## src/design/hcpg_pkg.sv

```systemverilog
// shared constants, cell payload types and the base point table of the hilbert point generator
package hcpg_pkg;

	localparam int ORDER_MAX = 8;
	localparam int CFG_W     = 4;
	localparam int IDX_W     = 2 * ORDER_MAX;
	localparam int POS_W     = 2 * ORDER_MAX + 1;
	localparam int COORD_W   = ORDER_MAX + 1;
	localparam int CELLS     = ORDER_MAX - 1;
	localparam int QD_W      = 2 * CELLS;
	localparam int LVL_W     = (ORDER_MAX > 1) ? $clog2(ORDER_MAX) : 1;
	localparam int SH_W      = $clog2(IDX_W + 1);
	localparam int IN_W      = 8;
	localparam int OUT_W     = ((2 * COORD_W + 7) / 8) * 8;
	localparam int PAD_W     = OUT_W - 2 * COORD_W;

	// quadrant codes
	localparam logic [1:0] QUAD_REV = 2'd0;
	localparam logic [1:0] QUAD_LL  = 2'd1;
	localparam logic [1:0] QUAD_UL  = 2'd2;
	localparam logic [1:0] QUAD_UR  = 2'd3;

	// payload of a descending cell: index peeled from the top, quadrants collected
	typedef struct packed {
		logic               ok;
		logic               last;
		logic [LVL_W-1:0]   depth;
		logic [LVL_W-1:0]   cnt;
		logic [IDX_W-1:0]   idx;
		logic [QD_W-1:0]    quads;
	} desc_t;

	// payload of an ascending cell: point grown level by level
	typedef struct packed {
		logic               ok;
		logic               last;
		logic [LVL_W-1:0]   cnt;
		logic [COORD_W-1:0] a;
		logic [COORD_W-1:0] b;
		logic [COORD_W-1:0] n;
		logic [QD_W-1:0]    quads;
	} asc_t;

	// order-1 curve: (2,1) (1,1) (1,2) (2,2)
	function automatic logic [COORD_W-1:0] base_x(input logic [1:0] sel);
		logic [COORD_W-1:0] r;
		unique case (sel)
			2'd0:    r = COORD_W'(2);
			2'd1:    r = COORD_W'(1);
			2'd2:    r = COORD_W'(1);
			default: r = COORD_W'(2);
		endcase
		return r;
	endfunction

	function automatic logic [COORD_W-1:0] base_y(input logic [1:0] sel);
		logic [COORD_W-1:0] r;
		unique case (sel)
			2'd0:    r = COORD_W'(1);
			2'd1:    r = COORD_W'(1);
			2'd2:    r = COORD_W'(2);
			default: r = COORD_W'(2);
		endcase
		return r;
	endfunction

endpackage

```

## src/design/hcpg_desc_cell.sv

```systemverilog
// descending cell: takes one quadrant off the top of the index per active level
module hcpg_desc_cell (
	input  logic            clk,
	input  logic            arst_n,
	input  logic            in_valid,
	output logic            in_ready,
	input  hcpg_pkg::desc_t in_data,
	output logic            out_valid,
	input  logic            out_ready,
	output hcpg_pkg::desc_t out_data
);

	logic            v_q;
	hcpg_pkg::desc_t d_q;
	hcpg_pkg::desc_t nxt;

	always_comb begin
		logic [1:0]                 q;
		logic [hcpg_pkg::IDX_W-1:0] rest;
		q    = in_data.idx[hcpg_pkg::IDX_W-1 -: 2];
		rest = in_data.idx << 2;
		nxt  = in_data;
		if (in_data.cnt != '0) begin
			// reversed quadrant walks its sub-curve backwards
			if (q == hcpg_pkg::QUAD_REV) begin
				rest = ~rest;
			end
			nxt.idx   = rest;
			nxt.quads = {in_data.quads[hcpg_pkg::QD_W-3:0], q};
			nxt.cnt   = in_data.cnt - 1'b1;
		end
	end

	assign in_ready  = !v_q || out_ready;
	assign out_valid = v_q;
	assign out_data  = d_q;

	always_ff @(posedge clk or negedge arst_n) begin
		if (!arst_n) begin
			v_q <= 1'b0;
		end else if (in_ready) begin
			v_q <= in_valid;
		end
	end

	always_ff @(posedge clk) begin
		if (in_ready && in_valid) begin
			d_q <= nxt;
		end
	end

endmodule

```

## src/design/hcpg_asc_cell.sv

```systemverilog
// ascending cell: maps the sub-point into its quadrant, one level per active cell
module hcpg_asc_cell (
	input  logic           clk,
	input  logic           arst_n,
	input  logic           in_valid,
	output logic           in_ready,
	input  hcpg_pkg::asc_t in_data,
	output logic           out_valid,
	input  logic           out_ready,
	output hcpg_pkg::asc_t out_data
);

	logic           v_q;
	hcpg_pkg::asc_t d_q;
	hcpg_pkg::asc_t nxt;

	always_comb begin
		logic [1:0] q;
		q   = in_data.quads[1:0];
		nxt = in_data;
		if (in_data.cnt != '0) begin
			unique case (q)
				hcpg_pkg::QUAD_REV: begin
					nxt.a = in_data.b + in_data.n;
					nxt.b = in_data.n - in_data.a + 1'b1;
				end
				hcpg_pkg::QUAD_LL: begin
					nxt.a = in_data.a;
					nxt.b = in_data.b;
				end
				hcpg_pkg::QUAD_UL: begin
					nxt.a = in_data.a;
					nxt.b = in_data.b + in_data.n;
				end
				default: begin
					nxt.a = in_data.b + in_data.n;
					nxt.b = in_data.a + in_data.n;
				end
			endcase
			nxt.quads = in_data.quads >> 2;
			nxt.n     = in_data.n << 1;
			nxt.cnt   = in_data.cnt - 1'b1;
		end
	end

	assign in_ready  = !v_q || out_ready;
	assign out_valid = v_q;
	assign out_data  = d_q;

	always_ff @(posedge clk or negedge arst_n) begin
		if (!arst_n) begin
			v_q <= 1'b0;
		end else if (in_ready) begin
			v_q <= in_valid;
		end
	end

	always_ff @(posedge clk) begin
		if (in_ready && in_valid) begin
			d_q <= nxt;
		end
	end

endmodule

```

## src/design/hilbert_curve_point_generator_unit.sv

```systemverilog
// top level of the hilbert curve point generator: position counter and cell chains
//
// each transfer on the s_ channel requests the next point of a hilbert curve whose
// order is set through cfg_we/cfg_wdata (0 acts as 1, above 8 acts as 8). the point
// comes out on the m_ channel as 1-based (x, y) on a grid of side 2^order, with
// m_tlast on the final point. once the curve is used up every request gives a
// result with x = y = 0, m_tuser low and m_tlast low; the counter stays put.
// restart in s_tdata zeroes the position before that request is served.
// the request enters a front stage that owns the position counter, then a chain of
// 7 descending cells that strip quadrants off the index, then 7 ascending cells
// that build the point back up; cells above the configured order pass data through.
// the s_ transfer passes through all 2 * 8 - 1 = 15 registered stages to m_tvalid.
// throughput is one point per cycle unless m_tready stalls; each stage registers.
// a stalled receiver (m_tready low) holds the last cell; stages behind it keep
// filling their empty slots, so s_tready only drops once all 15 stages hold items.
// reset (arst_n low) empties all stages, clears the position and sets order to 1.
// order must be written only while the block is idle; it does not enforce this.
module hilbert_curve_point_generator_unit (
	input  logic                         clk,
	input  logic                         arst_n,
	input  logic                         cfg_we,
	input  logic [hcpg_pkg::CFG_W-1:0]   cfg_wdata,    // order
	input  logic                         s_tvalid,
	output logic                         s_tready,
	input  logic [hcpg_pkg::IN_W-1:0]    s_tdata,      // [0] restart, rest zero
	output logic                         m_tvalid,
	input  logic                         m_tready,
	output logic [hcpg_pkg::OUT_W-1:0]   m_tdata,      // x, y, zero fill
	output logic                         m_tuser,      // valid_res
	output logic                         m_tlast       // last
);

	localparam int CELLS = hcpg_pkg::CELLS;

	logic [hcpg_pkg::CFG_W-1:0] order_q;
	logic [hcpg_pkg::CFG_W-1:0] k_eff;
	logic [hcpg_pkg::POS_W-1:0] position_q;
	logic [hcpg_pkg::POS_W-1:0] pos_eff;
	logic [hcpg_pkg::POS_W-1:0] total;
	logic [hcpg_pkg::SH_W-1:0]  align_sh;
	logic                       exhausted;
	logic                       s_xfer;
	hcpg_pkg::desc_t            front_nxt;
	logic                       front_valid_s1;
	hcpg_pkg::desc_t            front_data_s1;
	hcpg_pkg::asc_t             base_pt;

	logic            d_valid [0:CELLS];
	logic            d_ready [0:CELLS];
	hcpg_pkg::desc_t d_data  [0:CELLS];
	logic            a_valid [0:CELLS];
	logic            a_ready [0:CELLS];
	hcpg_pkg::asc_t  a_data  [0:CELLS];

	// order register
	always_ff @(posedge clk or negedge arst_n) begin
		if (!arst_n) begin
			order_q <= hcpg_pkg::CFG_W'(1);
		end else if (cfg_we) begin
			order_q <= cfg_wdata;
		end
	end

	// clamp order into the supported range
	always_comb begin
		priority if (order_q == '0) begin
			k_eff = hcpg_pkg::CFG_W'(1);
		end else if (order_q > hcpg_pkg::CFG_W'(hcpg_pkg::ORDER_MAX)) begin
			k_eff = hcpg_pkg::CFG_W'(hcpg_pkg::ORDER_MAX);
		end else begin
			k_eff = order_q;
		end
	end

	// front stage: position counter and index alignment
	assign s_tready  = !front_valid_s1 || d_ready[0];
	assign s_xfer    = s_tvalid && s_tready;
	assign pos_eff   = s_tdata[0] ? '0 : position_q;
	assign total     = hcpg_pkg::POS_W'(1) << {k_eff, 1'b0};
	assign exhausted = pos_eff >= total;
	assign align_sh  = hcpg_pkg::SH_W'(hcpg_pkg::IDX_W - 2 * int'(k_eff));

	always_comb begin
		front_nxt       = '0;
		front_nxt.ok    = !exhausted;
		front_nxt.last  = !exhausted && (pos_eff == total - 1'b1);
		front_nxt.depth = hcpg_pkg::LVL_W'(k_eff - 1'b1);
		front_nxt.cnt   = hcpg_pkg::LVL_W'(k_eff - 1'b1);
		// top index bits line up with the first descending cell
		front_nxt.idx   = pos_eff[hcpg_pkg::IDX_W-1:0] << align_sh;
	end

	always_ff @(posedge clk or negedge arst_n) begin
		if (!arst_n) begin
			position_q     <= '0;
			front_valid_s1 <= 1'b0;
		end else begin
			if (s_tready) begin
				front_valid_s1 <= s_tvalid;
			end
			// saturates at the end of the curve
			if (s_xfer) begin
				position_q <= exhausted ? pos_eff : pos_eff + 1'b1;
			end
		end
	end

	always_ff @(posedge clk) begin
		if (s_xfer) begin
			front_data_s1 <= front_nxt;
		end
	end

	assign d_valid[0] = front_valid_s1;
	assign d_data[0]  = front_data_s1;

	// descending chain, highest level first
	for (genvar gi = 0; gi < CELLS; gi++) begin : g_desc
		hcpg_desc_cell u_cell (
			.clk       (clk),
			.arst_n    (arst_n),
			.in_valid  (d_valid[gi]),
			.in_ready  (d_ready[gi]),
			.in_data   (d_data[gi]),
			.out_valid (d_valid[gi+1]),
			.out_ready (d_ready[gi+1]),
			.out_data  (d_data[gi+1])
		);
	end

	// level-one point from the two remaining index bits
	always_comb begin
		base_pt       = '0;
		base_pt.ok    = d_data[CELLS].ok;
		base_pt.last  = d_data[CELLS].last;
		base_pt.cnt   = d_data[CELLS].depth;
		base_pt.a     = hcpg_pkg::base_x(d_data[CELLS].idx[hcpg_pkg::IDX_W-1 -: 2]);
		base_pt.b     = hcpg_pkg::base_y(d_data[CELLS].idx[hcpg_pkg::IDX_W-1 -: 2]);
		base_pt.n     = hcpg_pkg::COORD_W'(2);
		base_pt.quads = d_data[CELLS].quads;
	end

	assign a_data[0]      = base_pt;
	assign a_valid[0]     = d_valid[CELLS];
	assign d_ready[CELLS] = a_ready[0];

	// ascending chain, level two first
	for (genvar gi = 0; gi < CELLS; gi++) begin : g_asc
		hcpg_asc_cell u_cell (
			.clk       (clk),
			.arst_n    (arst_n),
			.in_valid  (a_valid[gi]),
			.in_ready  (a_ready[gi]),
			.in_data   (a_data[gi]),
			.out_valid (a_valid[gi+1]),
			.out_ready (a_ready[gi+1]),
			.out_data  (a_data[gi+1])
		);
	end

	// last cell doubles as the output register
	assign m_tvalid       = a_valid[CELLS];
	assign a_ready[CELLS] = m_tready;
	assign m_tuser        = a_data[CELLS].ok;
	assign m_tlast        = a_data[CELLS].last;
	assign m_tdata        = a_data[CELLS].ok
		? {{hcpg_pkg::PAD_W{1'b0}}, a_data[CELLS].b, a_data[CELLS].a}
		: '0;

endmodule

```

## config.mk

```make
export PLATFORM = sky130hd
export DESIGN_NAME = hilbert_curve_point_generator_unit
export DESIGN_NICKNAME = d
export VERILOG_FILES = /design/src/design/hcpg_pkg.sv /design/src/design/hcpg_desc_cell.sv /design/src/design/hcpg_asc_cell.sv /design/src/design/hilbert_curve_point_generator_unit.sv
export SDC_FILE = /design/constraint.sdc
export NUM_CORES = 1
export LEC_CHECK = 0
export BUFFER_PORTS_ARGS = -buffer_cell sky130_fd_sc_hd__buf_2
export CORE_ASPECT_RATIO = 1.1
export CORE_MARGIN = 3
export CORE_UTILIZATION = 41
export CTS_CLUSTER_DIAMETER = 80
export DETAILED_ROUTE_END_ITERATION = 8
export GPL_ROUTABILITY_DRIVEN = 0
export GPL_TIMING_DRIVEN = 0
export PLACE_DENSITY = 0.58
export REMOVE_ABC_BUFFERS = 1
export SETUP_SLACK_MARGIN = 0.3
export SLEW_MARGIN = 5
export SYNTH_ARGS = -nofsm -noshare
export SYNTH_HDL_FRONTEND = slang
export SYNTH_SLANG_ARGS = --single-unit
```

## constraint.sdc

```tcl
create_clock -name clk -period 10.7 [get_ports clk]
set_clock_uncertainty 0.2 [all_clocks]
set_input_delay 0 -clock clk [delete_from_list [all_inputs] [get_ports clk]]
set_output_delay 0 -clock clk [all_outputs]
set_load 0.05 [all_outputs]
```

==> out/metrics.cfg <==
[outcome]
status=complete, no violations

[timing]
max_freq_mhz=205
finalMaxSlewViolations=0
max_slew.worst_pin.slew_ns=1.24
period_needed_ns=4.87
finalHoldViolCount=0
min_period_over_period=0.455
rsz0062_at_grt=no
finalSetupViolations=0
relSlewSlack=0.168
tns_ns=0

[finish]
diodes=0
layout.nets=2510
synthToLayoutAreaGrowth_pct=10.7
stdcell_count=3127
drive_above_1_share=0.0887
finalInstanceArea_um2=27200

[floorplanning]
die_w_um=239
initial_utilization=0.417
core-area_um2=58900
row_count=93
dieHeight_um=263
dieArea_um2=62900
io-pin-count=45

[critical_path]
critPathRequiredTime_ns=10.84
crit_path_end_kind=register
start_kind=register
worst-path-max-fanout=20
worstPathArrival_ns=5.01
worstSetupPathType=reg2reg

[clock_tree]
cts_root_buf=clkbuf_16
numCtsBuffers=47
cts_tree=done
htreeDepth=2
path_clk_slew_ns=0.06
cts_resized=0
cts_buffer_depth=3
clk_latency_ns=0.61
cts_sinks=428

[yosys]
ys.flop_type=edfxtp_1
yosys.area.top_type_share=0.479
synth_seq_cells=428
yosys_warnings=0
yosysTopAreaCell=edfxtp_1
syn_area_um2=24600
postSynthCellCount=2327
synth-edff-count=392
yosysUniqueCellTypes=89
async_flop_share=0.0841
ys_seq_area_frac=0.516
synth_area_per_cell_um2=10.6
synth_area_leaders=edfxtp_1 (48%), ha_1 (7.4%), nand2_1 (5.4%)

[placement]
dp.final_hpwl_mm=35.9
portBuffers=31
post-place-cells=3017
postPlaceCellArea_um2=25300

[route]
vias=16300
ant_nets=0
drc=0
drt-initial-drc-count=897
wirelength_mm=48.5
via_per_inst=5.21
dr.pass1.iters=5
wl_per_cell_um=15.5

[pwr]
peakVddDrop_v=0.000145
leakagePower_uw=0.0105
power.density_nw_per_um2=285

[grt]
grt_pass1_wl_mm=81.4
antenna_found_initial=0
grt_pass1_vias=16400
grt_max_degree=52
grt_use_total=0.156
grt_overflow=0

[hold_path]
hold_path.class=in2reg

[flow_run]
maxCapViolCount=0

==> layout by cell type (no fill, tap or decap), types with 11 or more instances in the layout <==
cell type	instances
o211ai_1	11
o21ai_0	181
o22ai_1	29
o21bai_1	15
nand2b_1	45
o221ai_1	15
buf_2	31
dlygate4sd3_1	21
nand2_1	355
fa_1	19
and3_1	18
nor2_1	128
nor3_1	47
and2_1	38
inv_1	145
nor2b_1	47
ha_1	146
dfrtp_1	35
clkbuf_16	47
xnor2_1	117
nand3_1	38
mux2_2	59
xor2_1	17
a21oi_1	121
edfxtp_1	392
a21o_1	18
mux2i_1	17
==> worst paths after layout <==
| check | slack, ns | depth (start not counted) | startpoint | endpoint |
|---|---|---|---|---|
| min in group asynchronous | 0.30 | 3 | arst_n | order_q[0] |
| setup reg to reg | 5.83 | 14 | order_q[3] | d_data[302] |
| max in group asynchronous | 9.73 | 4 | arst_n | g_desc[4].u_cell.out_valid |
| hold / removal | 0.14 | 4 | m_tready | g_asc[5].u_cell.out_valid |
| hold reg to reg | 0.22 | 0 | g_asc[3].u_cell.out_data[44] | g_asc[4].u_cell.out_data[44] |
| setup / recovery | 5.83 | 14 | order_q[3] | d_data[302] |
==> flip-flops by register name, summed over array words and instances, names as in the netlist <==
name                     cells
g_desc.u_cell.out_valid      7
g_asc.u_cell.out_data      206
d_data                      21
g_asc.u_cell.out_valid       7
position_q                  17
front_valid_s1               1
order_q                      4
g_desc.u_cell.out_data     165
==> metal layers <==
layer,part of all wire,GRT usage,vias to the layer above
li1,-,-,8248
met4,0.028,0.0518,0
met1,0.44,0.202,7628
met3,0.042,0.0255,87
met5,0,0,-
met2,0.49,0.266,337
==> what timing repair did <==
item	in CTS	in global routing
hold buffers	22	0
buffers inserted	0	0
hold endpoints to repair	73	0
==> report_power, final <==
part	internal, µW	total, µW	switching, µW	leakage [µW]
combinational	1350	3130	1780	0.00543
sequential	2530	2960	429	0.00432
clock	963	1650	688	0.000773
==> through the flow <==
stage | setup WS, ns | hold slack, ns | power (µW) | util
floorplan | 5.98 | -0.496 | 5310 | -
global placement | 4.52 | -0.000245 | 5990 | 0.428
detailed placement | 5.87 | 0.000850 | 6110 | 0.430
CTS | 5.83 | 0.107 | 7800 | 0.462
global route | 5.59 | 0.145 | 8380 | 0.462
finish | 5.83 | 0.141 | 7740 | 0.462
==> critical path, cell delays in order, from the launching register on <==
cell and delay (ns):
dfrtp_1 0.57, nor2_2 0.31, buf_8 0.22, clkinv_1 0.30, ha_1 0.35, ha_1 0.24
nand2b_1 0.12, ha_1 0.27, and3_1 0.20, nand2_1 0.10, and4bb_1 0.23, o32ai_2 0.33
and2_1 0.44, nand4_1 0.23, a2111oi_2 0.50
==> area by class of cell <==
type,count,area (µm²)
timing repair buffer,59,473
clock inverter,29,368
clock buffer,59,1240
fill,5422,31700
sequential,428,12700
tap,760,951
inverter,147,552
multi-input combinational,1645,10900
==> synth_stat cells (all sizes together), types with 35 or more instances <==
cell type	count
edfxtp	392
nand2	356
o21ai	182
ha	146
inv	146
nor2	129
a21oi	121
xnor2	117
clkbuf	76
mux2	60
nor2b	57
nor3	49
nand2b	45
and2	41
nand3	39
buf	36
dfrtp	35
==> cell families (layout without fill, tap and decap cells) <==
group | after synthesis | count (layout) | share of synthesized area
adders and majority gates | 165 | 165 | 0.0898
other | 1 | 6 | 0.000153
muxes | 79 | 79 | 0.0363
and+or+nand+nor | 781 | 781 | 0.149
buffers and inverters | 259 | 294 | 0.0420
DFF | 428 | 428 | 0.516
AOI/OAI and AO/OA | 480 | 480 | 0.120
xor gates and xnor gates | 134 | 134 | 0.0478
Power figures use the tool's default switching activity.
